<file path="src/hw/rtl/sct_pkg.sv">
`default_nettype none
package sct_pkg;

  localparam int MAX_INPUT_LENGTH_DEF = 65536;
  localparam int QUEUE_DEPTH_DEF      = 4;
  localparam int SLOTS                = 3;

  // token types
  localparam logic [4:0] T_WORD    = 5'd0;
  localparam logic [4:0] T_PIPE    = 5'd1;
  localparam logic [4:0] T_OR      = 5'd2;
  localparam logic [4:0] T_AMP     = 5'd3;
  localparam logic [4:0] T_AND     = 5'd4;
  localparam logic [4:0] T_SEMI    = 5'd5;
  localparam logic [4:0] T_DSEMI   = 5'd6;
  localparam logic [4:0] T_NEWLINE = 5'd7;
  localparam logic [4:0] T_RIN     = 5'd8;
  localparam logic [4:0] T_ROUT    = 5'd9;
  localparam logic [4:0] T_APPEND  = 5'd10;
  localparam logic [4:0] T_HEREDOC = 5'd11;
  localparam logic [4:0] T_DUPIN   = 5'd12;
  localparam logic [4:0] T_DUPOUT  = 5'd13;
  localparam logic [4:0] T_LPAREN  = 5'd14;
  localparam logic [4:0] T_RPAREN  = 5'd15;
  localparam logic [4:0] T_EOF     = 5'd16;
  localparam logic [4:0] T_ERROR   = 5'd17;

  // scan modes
  localparam logic [2:0] M_IDLE    = 3'd0;
  localparam logic [2:0] M_COMMENT = 3'd1;
  localparam logic [2:0] M_WORD    = 3'd2;
  localparam logic [2:0] M_WESC    = 3'd3;
  localparam logic [2:0] M_SQ      = 3'd4;
  localparam logic [2:0] M_DQ      = 3'd5;
  localparam logic [2:0] M_DQESC   = 3'd6;

  // pending operator codes
  localparam logic [2:0] OP_NONE = 3'd0;
  localparam logic [2:0] OP_PIPE = 3'd1;
  localparam logic [2:0] OP_AMP  = 3'd2;
  localparam logic [2:0] OP_SEMI = 3'd3;
  localparam logic [2:0] OP_LT   = 3'd4;
  localparam logic [2:0] OP_GT   = 3'd5;

  // characters
  localparam logic [7:0] CH_PIPE   = 8'h7C;
  localparam logic [7:0] CH_AMP    = 8'h26;
  localparam logic [7:0] CH_SEMI   = 8'h3B;
  localparam logic [7:0] CH_LT     = 8'h3C;
  localparam logic [7:0] CH_GT     = 8'h3E;
  localparam logic [7:0] CH_HASH   = 8'h23;
  localparam logic [7:0] CH_BSLASH = 8'h5C;
  localparam logic [7:0] CH_NL     = 8'h0A;
  localparam logic [7:0] CH_LPAREN = 8'h28;
  localparam logic [7:0] CH_RPAREN = 8'h29;
  localparam logic [7:0] CH_SQUOTE = 8'h27;
  localparam logic [7:0] CH_DQUOTE = 8'h22;
  localparam logic [7:0] CH_SPACE  = 8'h20;
  localparam logic [7:0] CH_TAB    = 8'h09;
  localparam logic [7:0] CH_CR     = 8'h0D;
  localparam logic [7:0] CH_VT     = 8'h0B;
  localparam logic [7:0] CH_FF     = 8'h0C;

  typedef struct packed {
    logic [4:0]  ttype;
    logic [15:0] start;
    logic [15:0] length;
  } tok_t;

  // all tokens caused by one input item, count is 1..3
  typedef struct packed {
    tok_t [SLOTS-1:0] slot;
    logic [1:0]       count;
  } bundle_t;

  typedef struct packed {
    logic full;
    logic empty;
  } q_stat_t;

endpackage
`default_nettype wire

</file>
<file path="src/hw/rtl/shell_command_tokenizer.sv">
// the tokens of an accepted item pass through the token queue and then the output register to out_
// throughput: one byte per cycle while in_stall is low; an item causing k tokens takes k output beats
// a four-entry queue of token groups parts the scanner from the output serializer
// reset: synchronous, rst_n low clears scan state, offsets, queue and out_valid
`default_nettype none
module shell_command_tokenizer
  import sct_pkg::*;
#(
  parameter int MAX_INPUT_LENGTH = MAX_INPUT_LENGTH_DEF,
  parameter int QUEUE_DEPTH      = QUEUE_DEPTH_DEF
) (
  input  wire logic        clk,
  input  wire logic        rst_n,
  input  wire logic        in_valid,
  output logic             in_stall,
  input  wire logic [7:0]  in_ch,
  input  wire logic        in_has_char,
  input  wire logic        in_end_of_input,
  output logic             out_valid,
  input  wire logic        out_stall,
  output logic [4:0]       out_token_type,
  output logic [15:0]      out_token_start,
  output logic [15:0]      out_token_length,
  output logic             out_last_of_run
);

  // front: byte classification and scan state, builds the token group of each beat
  // queue: token groups waiting for the serializer
  // back: walks each group one token per beat into the output register

  logic    push, pop;
  bundle_t push_data, head;
  q_stat_t q_stat;

  sct_front #(
    .MAX_INPUT_LENGTH(MAX_INPUT_LENGTH)
  ) u_front (
    .clk             (clk),
    .rst_n           (rst_n),
    .in_valid        (in_valid),
    .in_stall        (in_stall),
    .in_ch           (in_ch),
    .in_has_char     (in_has_char),
    .in_end_of_input (in_end_of_input),
    .q_stat          (q_stat),
    .push            (push),
    .push_data       (push_data)
  );

  // beats that cause no token never enter the queue
  sct_queue #(
    .DEPTH(QUEUE_DEPTH)
  ) u_queue (
    .clk       (clk),
    .rst_n     (rst_n),
    .push      (push),
    .push_data (push_data),
    .pop       (pop),
    .head      (head),
    .q_stat    (q_stat)
  );

  // output register doubles as the skid stage toward the consumer
  sct_back u_back (
    .clk              (clk),
    .rst_n            (rst_n),
    .head             (head),
    .q_stat           (q_stat),
    .pop              (pop),
    .out_valid        (out_valid),
    .out_stall        (out_stall),
    .out_token_type   (out_token_type),
    .out_token_start  (out_token_start),
    .out_token_length (out_token_length),
    .out_last_of_run  (out_last_of_run)
  );

endmodule
`default_nettype wire

</file>
<file path="src/hw/rtl/sct_front.sv">
`default_nettype none
module sct_front
  import sct_pkg::*;
#(
  parameter int MAX_INPUT_LENGTH = MAX_INPUT_LENGTH_DEF
) (
  input  wire logic    clk,
  input  wire logic    rst_n,
  input  wire logic    in_valid,
  output logic         in_stall,
  input  wire logic [7:0] in_ch,
  input  wire logic    in_has_char,
  input  wire logic    in_end_of_input,
  input  q_stat_t      q_stat,
  output logic         push,
  output bundle_t      push_data
);

  localparam logic [15:0] POS_LIMIT =
    (MAX_INPUT_LENGTH < 65535) ? 16'(MAX_INPUT_LENGTH) : 16'hFFFF;

  logic [2:0]  mode_r, mode_nxt;
  logic [2:0]  pend_r, pend_nxt;
  logic [15:0] tb_r, tb_nxt;
  logic [15:0] pos_r, pos_nxt;

  logic        blank, nl, lp, rp, delim, run_idle;
  logic [2:0]  opc;
  logic [5:0]  dt;
  logic [15:0] pn, p2;
  logic [3:0]  tok_v;
  tok_t [3:0]  tok;
  logic [1:0]  n;

  function automatic logic [4:0] single_type(input logic [2:0] op);
    logic [4:0] t;
    case (op)
      OP_PIPE: t = T_PIPE;
      OP_AMP:  t = T_AMP;
      OP_SEMI: t = T_SEMI;
      OP_LT:   t = T_RIN;
      default: t = T_ROUT;
    endcase
    return t;
  endfunction

  // msb flags a two-byte operator
  function automatic logic [5:0] double_type(input logic [2:0] op, input logic [7:0] c);
    logic [5:0] r;
    r = {1'b0, T_WORD};
    if (op == OP_PIPE && c == CH_PIPE) r = {1'b1, T_OR};
    if (op == OP_AMP  && c == CH_AMP)  r = {1'b1, T_AND};
    if (op == OP_SEMI && c == CH_SEMI) r = {1'b1, T_DSEMI};
    if (op == OP_LT   && c == CH_LT)   r = {1'b1, T_HEREDOC};
    if (op == OP_LT   && c == CH_AMP)  r = {1'b1, T_DUPIN};
    if (op == OP_GT   && c == CH_GT)   r = {1'b1, T_APPEND};
    if (op == OP_GT   && c == CH_AMP)  r = {1'b1, T_DUPOUT};
    return r;
  endfunction

  function automatic logic [2:0] word_mode(input logic [7:0] c);
    logic [2:0] m;
    case (c)
      CH_BSLASH: m = M_WESC;
      CH_SQUOTE: m = M_SQ;
      CH_DQUOTE: m = M_DQ;
      default:   m = M_WORD;
    endcase
    return m;
  endfunction

  always_comb begin
    blank = in_ch inside {CH_SPACE, CH_TAB, CH_CR, CH_VT, CH_FF};
    nl    = (in_ch == CH_NL);
    lp    = (in_ch == CH_LPAREN);
    rp    = (in_ch == CH_RPAREN);
    case (in_ch)
      CH_PIPE: opc = OP_PIPE;
      CH_AMP:  opc = OP_AMP;
      CH_SEMI: opc = OP_SEMI;
      CH_LT:   opc = OP_LT;
      CH_GT:   opc = OP_GT;
      default: opc = OP_NONE;
    endcase
    delim = blank | nl | lp | rp | (opc != OP_NONE);
    pn    = (pos_r >= POS_LIMIT) ? POS_LIMIT : pos_r + 16'd1;
    dt    = double_type(pend_r, in_ch);
  end

  always_comb begin
    mode_nxt = mode_r;
    pend_nxt = pend_r;
    tb_nxt   = tb_r;
    run_idle = 1'b0;
    tok_v    = '0;
    tok      = '0;

    if (in_has_char) begin
      case (mode_r)
        M_COMMENT: begin
          if (nl) begin
            mode_nxt = M_IDLE;
            run_idle = 1'b1;
          end
        end
        M_WORD: begin
          if (delim) begin
            tok_v[0] = 1'b1;
            tok[0]   = '{ttype: T_WORD, start: tb_r, length: pos_r - tb_r};
            mode_nxt = M_IDLE;
            run_idle = 1'b1;
          end else begin
            mode_nxt = word_mode(in_ch);
          end
        end
        M_WESC: mode_nxt = M_WORD;
        M_SQ: begin
          if (in_ch == CH_SQUOTE) mode_nxt = M_WORD;
        end
        M_DQ: begin
          if (in_ch == CH_DQUOTE) mode_nxt = M_WORD;
          else if (in_ch == CH_BSLASH) mode_nxt = M_DQESC;
        end
        M_DQESC: mode_nxt = M_DQ;
        default: begin
          mode_nxt = M_IDLE;
          if (pend_r != OP_NONE) begin
            tok_v[0] = 1'b1;
            pend_nxt = OP_NONE;
            if (dt[5]) begin
              tok[0] = '{ttype: dt[4:0], start: tb_r, length: pn - tb_r};
            end else begin
              tok[0]   = '{ttype: single_type(pend_r), start: tb_r, length: pos_r - tb_r};
              run_idle = 1'b1;
            end
          end else begin
            run_idle = 1'b1;
          end
        end
      endcase

      // byte seen between tokens
      if (run_idle && !blank) begin
        if (nl || lp || rp) begin
          tok_v[1] = 1'b1;
          tok[1]   = '{ttype: nl ? T_NEWLINE : (lp ? T_LPAREN : T_RPAREN),
                       start: pos_r, length: pn - pos_r};
        end else if (opc != OP_NONE) begin
          pend_nxt = opc;
          tb_nxt   = pos_r;
        end else if (in_ch == CH_HASH) begin
          mode_nxt = M_COMMENT;
        end else begin
          tb_nxt   = pos_r;
          mode_nxt = word_mode(in_ch);
        end
      end
    end

    p2 = in_has_char ? pn : pos_r;

    // close the line: open token, then eof
    if (in_end_of_input) begin
      if (pend_nxt != OP_NONE) begin
        tok_v[2] = 1'b1;
        tok[2]   = '{ttype: single_type(pend_nxt), start: tb_nxt, length: p2 - tb_nxt};
      end else if (mode_nxt == M_WORD) begin
        tok_v[2] = 1'b1;
        tok[2]   = '{ttype: T_WORD, start: tb_nxt, length: p2 - tb_nxt};
      end else if (mode_nxt inside {M_WESC, M_SQ, M_DQ, M_DQESC}) begin
        tok_v[2] = 1'b1;
        tok[2]   = '{ttype: T_ERROR, start: tb_nxt, length: p2 - tb_nxt};
      end
      tok_v[3] = 1'b1;
      tok[3]   = '{ttype: T_EOF, start: p2, length: 16'd0};
    end

    pos_nxt = in_end_of_input ? 16'd0 : p2;
  end

  // pack present tokens into consecutive slots
  always_comb begin
    n         = 2'd0;
    push_data = '0;
    for (int i = 0; i < 4; i++) begin
      if (tok_v[i] && n != 2'd3) begin
        push_data.slot[n] = tok[i];
        n = n + 2'd1;
      end
    end
    push_data.count = n;
  end

  assign in_stall = q_stat.full;
  assign push     = in_valid && !in_stall && (n != 2'd0);

  always_ff @(posedge clk) begin
    if (!rst_n) begin
      mode_r <= M_IDLE;
      pend_r <= OP_NONE;
      tb_r   <= 16'd0;
      pos_r  <= 16'd0;
    end else if (in_valid && !in_stall) begin
      if (in_end_of_input) begin
        mode_r <= M_IDLE;
        pend_r <= OP_NONE;
        tb_r   <= 16'd0;
      end else begin
        mode_r <= mode_nxt;
        pend_r <= pend_nxt;
        tb_r   <= tb_nxt;
      end
      pos_r <= pos_nxt;
    end
  end

endmodule
`default_nettype wire

</file>
<file path="src/hw/rtl/sct_queue.sv">
`default_nettype none
module sct_queue
  import sct_pkg::*;
#(
  parameter int DEPTH = QUEUE_DEPTH_DEF
) (
  input  wire logic clk,
  input  wire logic rst_n,
  input  wire logic push,
  input  bundle_t   push_data,
  input  wire logic pop,
  output bundle_t   head,
  output q_stat_t   q_stat
);

  localparam int PTR_W = (DEPTH > 1) ? $clog2(DEPTH) : 1;
  localparam int CNT_W = $clog2(DEPTH + 1);

  bundle_t          mem [DEPTH];
  logic [PTR_W-1:0] wr_ptr_r, rd_ptr_r;
  logic [CNT_W-1:0] count_r;

  function automatic logic [PTR_W-1:0] ptr_inc(input logic [PTR_W-1:0] p);
    return (p == PTR_W'(DEPTH - 1)) ? '0 : p + PTR_W'(1);
  endfunction

  assign head         = mem[rd_ptr_r];
  assign q_stat.full  = (count_r == CNT_W'(DEPTH));
  assign q_stat.empty = (count_r == '0);

  always_ff @(posedge clk) begin
    if (push) mem[wr_ptr_r] <= push_data;
  end

  always_ff @(posedge clk) begin
    if (!rst_n) begin
      wr_ptr_r <= '0;
      rd_ptr_r <= '0;
      count_r  <= '0;
    end else begin
      if (push) wr_ptr_r <= ptr_inc(wr_ptr_r);
      if (pop)  rd_ptr_r <= ptr_inc(rd_ptr_r);
      if (push && !pop)      count_r <= count_r + CNT_W'(1);
      else if (pop && !push) count_r <= count_r - CNT_W'(1);
    end
  end

endmodule
`default_nettype wire

</file>
<file path="src/hw/rtl/sct_back.sv">
`default_nettype none
module sct_back
  import sct_pkg::*;
(
  input  wire logic   clk,
  input  wire logic   rst_n,
  input  bundle_t     head,
  input  q_stat_t     q_stat,
  output logic        pop,
  output logic        out_valid,
  input  wire logic   out_stall,
  output logic [4:0]  out_token_type,
  output logic [15:0] out_token_start,
  output logic [15:0] out_token_length,
  output logic        out_last_of_run
);

  logic [1:0] idx_r;
  logic       out_valid_r;
  tok_t       tok_r;
  logic       last_r;
  logic       load, last;

  assign load = !q_stat.empty && (!out_valid_r || !out_stall);
  assign last = (idx_r == head.count - 2'd1);
  assign pop  = load && last;

  always_ff @(posedge clk) begin
    if (!rst_n) begin
      out_valid_r <= 1'b0;
      idx_r       <= 2'd0;
    end else begin
      if (load) out_valid_r <= 1'b1;
      else if (!out_stall) out_valid_r <= 1'b0;
      if (load) idx_r <= last ? 2'd0 : idx_r + 2'd1;
    end
  end

  always_ff @(posedge clk) begin
    if (load) begin
      tok_r  <= head.slot[idx_r];
      last_r <= last;
    end
  end

  assign out_valid        = out_valid_r;
  assign out_token_type   = tok_r.ttype;
  assign out_token_start  = tok_r.start;
  assign out_token_length = tok_r.length;
  assign out_last_of_run  = last_r;

endmodule
`default_nettype wire

</file>
<file path="config.mk">
export PLATFORM = sky130hd
export DESIGN_NAME = shell_command_tokenizer
export DESIGN_NICKNAME = d
export VERILOG_FILES = /design/src/hw/rtl/sct_pkg.sv /design/src/hw/rtl/shell_command_tokenizer.sv /design/src/hw/rtl/sct_front.sv /design/src/hw/rtl/sct_queue.sv /design/src/hw/rtl/sct_back.sv
export SDC_FILE = /design/constraint.sdc
export NUM_CORES = 1
export LEC_CHECK = 0
export ABC_AREA = 1
export BUFFER_PORTS_ARGS = -buffer_cell sky130_fd_sc_hd__buf_2
export CORE_MARGIN = 2
export CORE_UTILIZATION = 49
export CTS_CLUSTER_DIAMETER = 100
export CTS_CLUSTER_SIZE = 12
export DETAILED_ROUTE_END_ITERATION = 12
export GPL_TIMING_DRIVEN = 0
export PLACE_DENSITY = 0.64
export SLEW_MARGIN = 40
export SYNTH_ARGS = -nofsm -noshare
export SYNTH_HDL_FRONTEND = slang
export SYNTH_SLANG_ARGS = --single-unit
</file>
<file path="constraint.sdc">
create_clock -name clk -period 7.5 [get_ports clk]
set_input_delay 0.375 -clock clk [delete_from_list [all_inputs] [get_ports clk]]
set_output_delay 0.375 -clock clk [all_outputs]
set_load 0.03 [all_outputs]
</file>
After elaboration in Yosys (flattened, before gate mapping)
Memories as Yosys holds them, arrays and structs flattened. A register that Yosys moved wholly into a read port is not among the register bits. Cells that the tools add are included.

Register bits after elaboration: 86. RAM bits: 452. Output and inout port bits: 40. Logic and storage cells: 223. Memories: 1.

$add $sub $neg: 14. Order comparisons: 8. Equal/unequal tests: 45. Muxes and demuxes: 97. Bitwise logic cells: 4. Reduce and logical (&&, ||, !) cells: 41.

Memories: u_queue.mem (depth 4, bits a word 113, read ports 1, clocked after memory_dff 1, write ports 1, line sct_queue.sv:19) `bundle_t mem [DEPTH];`.

Operators with widths (count): $mux 37 (12); $bwmux 111 (3); $mux 111 (3); $demux 37 s2 (3); $mux 74 (2); $mux 16 (9); $eq 8x6->1 const B (10); $bmux 37 s2 (1); $pmux 37 s2 (1); $sub 16x16->16 (4); $mux 3 (20); $mux 6 (7); $eq 8x4->1 const B (5); $mux 32 (1); $pmux 4 s4 (2); $eq 3x3->1 const B (10); $eq 3x2->1 const B (8); $logic_and 1x1->1 (20); $mux 2 (10); $pmux 3 s6 (1); $mux 1 (17); $add 16x1->16 const B (1); $eq 8x7->1 const B (2); $ge 16x16->1 const B (1); 31 further kinds (56).

Logic depth before layout (Yosys ltp)
Gate-level depths: netlist (run 1).

Depth in word-level cells: 33. Mapped depth: 31. Gate-level depth less buffers: 30.

Cells and area by module
Synthesis (run 1) repeated with hierarchy kept, for this count alone.

Cell total of the unflattened synthesis: 3009. Area total of the unflattened synthesis: 27953.1 µm².

By module, submodules not included: sct_queue (instances 1, cells an instance 1151, area an instance 17170.2 µm²); sct_front (instances 1, cells an instance 1622, area an instance 8650.8 µm²); sct_back (instances 1, cells an instance 236, area an instance 2132.0 µm²).

Worst setup path after synthesis (run 1)
Ideal clock, no wire load.

Path kind: input port to flip-flop. From: in in_ch[4]. To: mem u_queue.mem[0][0] in the netlist's numbering, enable pin. Library setup time: 0.586 ns. Data arrival time: 7.571 ns. Data required time: 6.914 ns. Path slack: -0.657 ns. Stages on the path: 18. Path through: inv_1 -> nand2_1 -> nor2_4 -> nand3_1 -> nand2_1 -> nor2_1 -> nand2_2 -> nand2_4 -> nand2_4 -> nand2_4 -> nor3_2 -> clkinv_1 -> ha_1 -> nand2_1 -> nand4_1 -> nand3_1 -> nand2_1 -> nor2_1.

Word-level cells in the longest chain between the ends: 31. Elaborated cells between the ends (all ways): 96. Those cells by class: 3 x add/sub; 25 x eq/ne; 44 x mux; 4 x bitwise; 20 x reduce/logical.

Ends and longest elaborated chain: from (decl) (line shell_command_tokenizer.sv:16) `input wire logic [7:0] in_ch,`; $eq 8x7->1 (line sct_front.sv:51, sct_front.sv:77); $logic_and 1x1->1 (line sct_front.sv:51) `if (op == OP_PIPE && c == CH_PIPE) r = {1'b1, T_OR};`; $mux 6 (line sct_front.sv:51); $mux 6 (line sct_front.sv:52) `if (op == OP_AMP && c == CH_AMP) r = {1'b1, T_AND};`; $mux 6 (line sct_front.sv:53) `if (op == OP_SEMI && c == CH_SEMI) r = {1'b1, T_DSEMI};`; $mux 6 (line sct_front.sv:54) `if (op == OP_LT && c == CH_LT) r = {1'b1, T_HEREDOC};`; $mux 6 (line sct_front.sv:55) `if (op == OP_LT && c == CH_AMP) r = {1'b1, T_DUPIN};`; $mux 6 (line sct_front.sv:56) `if (op == OP_GT && c == CH_GT) r = {1'b1, T_APPEND};`; [... 14 more ...]; $logic_and 1x1->1 (line sct_front.sv:186) `if (tok_v[i] && n != 2'd3) begin`; $mux 2 * (line sct_front.sv:186); parallel branches: the longest is 2 deep, another holds $add 2x1->2; $mux 2 * (line sct_front.sv:186); $reduce_bool 2->1 * (line sct_front.sv:195) `assign push = in_valid && !in_stall && (n != 2'd0);`; $logic_and 1x1->1 * (line sct_front.sv:195); $mux 1 * (line sct_queue.sv:32) `if (push) mem[wr_ptr_r] <= push_data;`; $mux 1 (implied by the code) * (line sct_queue.sv:32); to (decl) (line sct_queue.sv:19).

Mark *: on every way between the ends. The select of a mux whose other input is x is not followed.

Worst setup path in the final report (run 1)
From: reg u_front.pend_r[2]. To: mem u_queue.mem[1][86] in the netlist's numbering, enable pin.

Word-level cells in the longest chain between the ends: 31. Elaborated cells between the ends (all ways): 65. Those cells by class: 3 x add/sub; 13 x eq/ne; 33 x mux; 16 x reduce/logical.

Ends and longest elaborated chain: from (decl) (line sct_front.sv:23) `logic [2:0] pend_r, pend_nxt;`; from (signal assigned) (line sct_front.sv:210) `pend_r <= pend_nxt;`; $eq 3x1->1 (line sct_front.sv:51); $logic_and 1x1->1 (line sct_front.sv:51); $mux 6 (line sct_front.sv:51); $mux 6 (line sct_front.sv:52); $mux 6 (line sct_front.sv:53); $mux 6 (line sct_front.sv:54); $mux 6 (line sct_front.sv:55); $mux 6 (line sct_front.sv:56); [... 14 more ...]; $logic_and 1x1->1 (line sct_front.sv:186); $mux 2 * (line sct_front.sv:186); parallel branches: the longest is 2 deep, another holds $add 2x1->2; $mux 2 * (line sct_front.sv:186); $reduce_bool 2->1 * (line sct_front.sv:195); $logic_and 1x1->1 * (line sct_front.sv:195); $mux 1 * (line sct_queue.sv:32); $mux 1 (implied by the code) * (line sct_queue.sv:32).

Marks and branches as above.

==> results.md, run 1 <==
- Register area: around 16000 um2
- DRC Markers: 0
- Vias per Instance: between 6 and 7
- # rows: 86
- Die area: 57700 um2
- TritonCTS Sinks: 540
- Root Buffer: clkbuf_16
- CTS clk-pin slew, worst paths: 70 ps
- Post-synth ARST share: 0%
- Setup Viol. Count Final: 0
- LEAKAGE: roughly 12 nW
- Synth Register Bits: 540
- Ant. Diodes: 0
- Worst Setup SP: u_front.pend_r[2]
- Avg Cell Area, Syn: 9.45 um2
- Ports: 54
- CP Data Required Time: between 7000 and 8000 ps
- GRT overflow: 0
- Syn Nets: between 2000 and 3000
- Fin area: a little over 30000 um2
- Top_reg_cell synth: edfxtp_1
- Width of the die: 240 um
- Critical path type: reg2reg
- Vias in the first global route: around 21000
- Post-route ant nets: 0
- Worst Hold Slack: slightly above 80 ps
- Die H: 240 um
- R2R Path End: u_queue.mem[1][86]
- Max-slew headroom at the worst pin: 40.2%
- Core area: 55100 um2
- CP max FO: 16
- Cell mode on critical path: nand2_1
- CTS tree: yes
- FMAX: approximately 0.16 GHz
- Netlist cell types: 59
- Post-CTS Repair Setup Buffers: 0
- Dpl hpwl: 74100 um
- DRT iter0 DRCs: 2838
- Placement Cell Area: 29200 um2
- Area growth from synthesis to layout: 12.1%
- Maximum vdd ir drop: roughly 0.17 mV
- Max clock buf depth: 3
- Reg2reg start: u_front.pend_r[2]
- Initial Utilization: about 50%
- Largest net degree at the start of global routing: 38
- DRT Pass-1 Iters: 6
- Area of the multi-input gates: 10100 um2
- Share of the yosys chip area belonging to registers: a little under three fifths
- Min Tclk post-route: 6070 ps
- Number of port buffers: about 50
- Critical Path End: u_queue.mem[1][86]
- Final #Nets: 3106
- First-pass GRT wire length: 140000 um
- CTS H-Tree Depth: 2
- Top cells by area, synth: edfxtp_1 54%, nand2_1 7.3%, o21ai_0 6.4%
- Worst setup EP type: flop
- R2r setup slk: about 1400 ps
- R2R depth: 22
- Drt total wl: 96700 um
- Hold_sp: out_stall
- Critical-path top delay cell: ha_1
- CTS resizes: 0
- DR WL/cell: between 20 and 30 um
- Crit share post-route: between 80% and 90%
- Total GRT Usage: roughly a third
- Cells along the critical path: inv_2 > nand2_1 > nor2_1 > nand3_1 > nand2_1 > nor2_1 > nand2_2 > a21oi_4 > nand2_4 > nor3_2 > clkinv_1 > ha_1 > nand2_1 > nand3_2 > nand2_2 > nand3_1 > nand2_1 > nor2_4 > buf_16 > buf_8 > buf_16 > buf_16
- CP arrival: roughly 6400 ps
- Unrepaired setup endpoints after global routing: false
- Outcome: finished, final reports clean
- # hold bufs at CTS: 0
- Initial antenna violation count: 1
- Worst stage delay on the critical path: ~660 ps
- Slew @ Worst Pin: 898 ps
- Number of hold violations in the final report: 0
- Synth top area share: between 50% and 60%
- Power density over the cells: approximately 300 nW/um2
- Post-synth EDFFs: 490
- CTS Buf Count: around 50
- Cell taking the most area after synthesis: edfxtp_1
- GP Congestion: slightly above 1
- Max cap viols: 0
- Final slew viol count: 0
- Area of the mapped netlist: roughly 27000 um2
- Gate Count Post-Synth: between 2000 and 3000
- Core Util, Final: a little under three fifths
- Most common cell after layout, fill and taps aside: nand2_1
- Fillers: approximately 4900
- Clock skew: around 17 ps
- Startpoint type of the worst setup path: flop
- Worst hold path type: in2reg
- Commonest cells after routing, fill and taps aside: 530 x nand2_1, 490 x edfxtp_1, 434 x nor2_1
- Layout cell share with drive strength beyond 1: roughly 8%
- Synthesis Warnings: 0
- Via Count: 22800
- Worst-Skew Late Latency: 600 ps
final cells by class:
type / count / share of cell area, %
Buffer: 152 / 2.27
Clock buffer: 67 / 4.39
Clock inverter: 4 / 0.192
Inverter: 226 / 2.78
Multi-Input combinational cell: 1975 / 33.1
Sequential cell: 540 / 51.3
Tap cell: 748 / 3.05
Timing Repair Buffer: 83 / 2.96
through the flow:
step	instances	worst slack (ps)	setup TNS, ps	power (W)
2_1_floorplan	2893	-657	-297050	0.00576
3_3_place_gp	3692	-6550	-2881810	0.00692
3_5_place_dp	3724	1360	0	0.00700
4_1_cts	3795	1520	0	0.00929
5_1_grt	3795	1150	0	0.00966
6_report	3795	1430	0	0.00930
how the worst min path moves through the flow:
stage                             endpoint  cells past startpoint
after CTS                 u_back.out_valid                      5
after detailed placement  u_front.tb_r[12]                      2
after global placement     u_front.tb_r[4]                      2
after floorplan           u_front.tb_r[10]                      2
after global routing      u_back.out_valid                      3
final                     u_back.out_valid                      5
kinds of logic (layout without fill, tap and decap cells):
kind of cell,after synthesis,in the layout,synth area share (%)
and+or+nand+nor,1181,1181,18.1
AOI/OAI and AO/OA,713,713,15.3
DFF,540,540,57.5
buffers and inverters,378,532,5.63
adders and majority gates,63,63,2.99
xor gates and xnor gates,18,18,0.577
report_power, final:
part	switching, W	leakage [nW]	internal (W)
Combinational	0.00237	5.89	0.000870
Clock	0.00108	0.680	0.00125
Sequential	0.0000797	5.13	0.00366
critical path: cells and delay by family (launching register included):
family / cells / cell delay [ps]
DFF: 1 / 440
AOI/OAI and AO/OA: 1 / 240
adders and majority gates: 1 / 660
and+or+nand+nor: 14 / 2880
buffers and inverters: 6 / 1500
synthesized netlist by cell type, types with 3 or more instances:
library cell  count
o22ai_1          77
a22oi_1           4
clkinv_1          7
inv_1           208
nand2_2          13
a31oi_1           4
dfxtp_1          50
nor2_1          439
a21o_1            4
a21oi_1         138
xnor2_1           4
nor2_4            5
clkbuf_1        117
o21ai_1           5
o21a_1            3
nor4_1            3
o21bai_1          6
buf_2            13
nor3_1           34
nand4_1          21
xor2_1           14
a32o_1           21
o21ai_0         351
buf_4            12
ha_1             59
nand3_2           4
nand2_4           5
or2_2             7
nor2_2            4
o221ai_1         60
o31ai_1           6
o211ai_1         22
buf_6             6
nand2_1         530
nand3_1          98
a211oi_1          3
edfxtp_1        490
nand3b_1          6
inv_2            11
fa_1              4
per-layer routing:
metal  GRT usage (%)  up-vias  wire, um
li1                -    10400         -
met1            45.5    11100     39900
met2            53.8     1107     45000
met3            4.90      196      7980
met4            13.1        2      3870
met5               0        -        11
registers in the layout, indices dropped and copies added (netlist names), named ones only:
register and cells:
u_queue.mem 452, u_back.out_token_length 16, u_back.out_token_start 16, u_front.pos_r 16, u_front.tb_r 16, u_back.out_token_type 5
u_front.mode_r 3, u_front.pend_r 3, u_queue.count_r 3, u_back.idx_r 2, u_queue.rd_ptr_r 2, u_queue.wr_ptr_r 2
u_back.out_last_of_run 1, u_back.out_valid 1
Note: power is estimated with default switching activity, not from simulation.
==> run 2: changes to the inputs <==
- PLACE_DENSITY: 0.64 -> 0.62
- clock period: 7.5 -> 5.7 ns (I/O delays scaled with it)
==> results.md, run 2 (same netlist as run 1, synthesis figures left out) <==
- Outcome: finished, final reports clean (unchanged)
- Vias per Instance: 6.02 (was 6.01)
- Critical-path top delay cell: ha_1 (unchanged)
- Final slew viol count: 0 (unchanged)
- CTS clk-pin slew, worst paths: 70 ps (about the same)
- Post-route ant nets: 0 (unchanged)
- Final #Nets: 3113 (was 3106)
- CTS H-Tree Depth: 2 (unchanged)
- TritonCTS Sinks: 540 (unchanged)
- CP max FO: 16 (unchanged)
- Dpl hpwl: 73500 um (was 74100 um)
- GRT overflow: 0 (unchanged)
- FMAX: 0.184 GHz (was 0.165 GHz)
- Max FFs per register: 452 (unchanged)
- Startpoint type of the worst setup path: flop (unchanged)
- Layout cell share with drive strength beyond 1: 8.41% (was 8.01%)
- Total GRT Usage: 33.1% (was 33.3%)
- Max cap viols: 0 (unchanged)
- Initial Utilization: 49.6% (unchanged)
- Placement Cell Area: 29300 um2 (was 29200 um2)
- Core Util, Final: 55.9% (was 55.6%)
- Most common cell after layout, fill and taps aside: nand2_1 (unchanged)
- Most flop-heavy register: u_queue.mem (unchanged)
- Setup Viol. Count Final: 0 (unchanged)
- # rows: 86 (unchanged)
- CP Data Required Time: 6000 ps (was 7810 ps)
- GP Congestion: 1.02 (was 1.01)
- CP arrival: 5750 ps (was 6390 ps)
- Power density over the cells: 398 nW/um2 (was 304 nW/um2)
- Clock skew: 28.0 ps (was 16.8 ps)
- Ant. Diodes: 0 (unchanged)
- WHS Path Cells: 4 (was 5)
- First-pass GRT wire length: 139000 um (was 140000 um)
- Number of hold violations in the final report: 0 (unchanged)
- Crit share post-route: 95.5% (was 81.0%)
- DRT iter0 DRCs: 2900 (was 2838)
- Min Tclk post-route: 5440 ps (was 6070 ps)
- R2R depth: 22 (unchanged)
- Vias in the first global route: 21300 (about the same)
- Die area: 57700 um2 (unchanged)
- Initial antenna violation count: 0 (was 1)
- DR WL/cell: 25.3 um (was 25.5 um)
- Maximum vdd ir drop: 0.220 mV (was 0.169 mV)
- Worst Hold Slack: 163 ps (was 80.6 ps)
- DRT Pass-1 Iters: 6 (unchanged)
- Worst-Skew Late Latency: 610 ps (was 600 ps)
- Largest net degree at the start of global routing: 38 (unchanged)
- Cells along the critical path: inv_1 > o21ai_0 > nand2_1 > inv_1 > o21ai_0 > nor2_1 > inv_1 > o21ai_2 > inv_1 > clkbuf_2 > ha_1 > nand2_1 > nand3_2 > nand2_2 > nand3_1 > nand2_1 > nor2_4 > buf_8 > buf_16 > buf_16 > buf_16 > buf_16 (was inv_2 > nand2_1 > nor2_1 > nand3_1 > nand2_1 > nor2_1 > nand2_2 > a21oi_4 > nand2_4 > nor3_2 > clkinv_1 > ha_1 > nand2_1 > nand3_2 > nand2_2 > nand3_1 > nand2_1 > nor2_4 > buf_16 > buf_8 > buf_16 > buf_16)
- Width of the die: 240 um (unchanged)
- Critical path type: reg2reg (unchanged)
- Commonest cells after routing, fill and taps aside: 530 x nand2_1, 490 x edfxtp_1, 432 x nor2_1 (was 530 x nand2_1, 490 x edfxtp_1, 434 x nor2_1)
- Area growth from synthesis to layout: 12.6% (was 12.1%)
- Ports: 54 (unchanged)
- LEAKAGE: 11.8 nW (was 11.7 nW)
- Slew @ Worst Pin: 892 ps (was 898 ps)
- Number of port buffers: 51 (unchanged)
- Core area: 55100 um2 (unchanged)
- CTS Buf Count: 51 (unchanged)
- DRC Markers: 0 (unchanged)
- Worst stage delay on the critical path: 550 ps (was 660 ps)
- Die H: 240 um (unchanged)
- Drt total wl: 96200 um (was 96700 um)
- Worst setup EP type: flop (unchanged)
- Final Power: 0.0123 W (was 0.00930 W)
- Via Count: 22900 (was 22800)
- Max clock buf depth: 3 (unchanged)
- Worst hold path type: in2reg (unchanged)
- CTS tree: yes (unchanged)
- Root Buffer: clkbuf_16 (unchanged)
- Fin area: 30800 um2 (was 30600 um2)
- Max-slew headroom at the worst pin: 40.3% (was 40.2%)
[run 2: cell count changes in the layout (fill, tap and decap cells not counted), moves of 2 or more]
cell and change:
o21ai_0 -4, o21ai_1 +4, dlygate4sd3_1 +3, nor3_4 +2, clkbuf_2 +3, buf_8 +2
nor2_2 +2, nor2_1 -2, nor3_2 -2
[run 2: final timing paths]
kind	start	to	slack, ps
hold reg to reg	u_front.tb_r[7]	u_front.tb_r[7]	470
setup / recovery	u_front.mode_r[2]	u_queue.mem[1][96]	260
hold / removal	in_has_char	u_front.pend_r[1]	160
setup reg to reg	u_front.mode_r[2]	u_queue.mem[1][96]	260
[run 2: per-layer routing]
metal / vias to the layer above / routed length (um) / part of all wire (%) / track usage, %
li1: 10400 / - / - / -
met1: 11200 / 39300 / 41 / 45.8
met2: 1113 / 44500 / 46 / 53.1
met3: 162 / 8760 / 9.1 / 5.37
met4: 0 / 3640 / 3.8 / 11.8
met5: - / 0 / 0 / 0
[run 2: what timing repair did]
action / CTS / global route
pin swaps: 2 / 0
hold endpoints to repair: 7 / 0
gates resized for setup: 2 / 16
hold buffers: 3 / 0
setup endpoints to repair: 122 / 36
buffers inserted: 2 / 0
[run 2: cell type report]
| class | instances | area [um2] |
|---|---|---|
| clock buffers | 70 | 1370 |
| well taps | 748 | 936 |
| flip-flops and latches | 540 | 15700 |
| repair buffers | 90 | 1000 |
| fillers | 4967 | 24300 |
| multi-input cells | 1975 | 10200 |
| clock inverters | 4 | 40.0 |
| plain buffers | 152 | 699 |
| inverters | 226 | 852 |
[run 2: stage by stage]
step,TNS [ps],std cells,setup slack [ps]
5_1_grt,-7.49,3805,-2.04
4_1_cts,0,3805,143
3_3_place_gp,-1985110,3692,-4450
2_1_floorplan,-235200,2893,-520
3_5_place_dp,-25560,3726,-446
6_report,0,3805,256
[run 2: where the power goes]
group          switching, W  total [W]  internal, W
clock network       0.00144    0.00309      0.00166
registers          0.000106    0.00492      0.00481
logic               0.00311    0.00425      0.00114
[run 2: worst max-delay path: cells and delay by family, from the launching register on]
kind                       cells  cell delay (ps)
buffers and inverters         10             1830
adders and majority gates      1              550
and+or+nand+nor                8             1660
AOI/OAI and AO/OA              3              580
DFF                            1              450
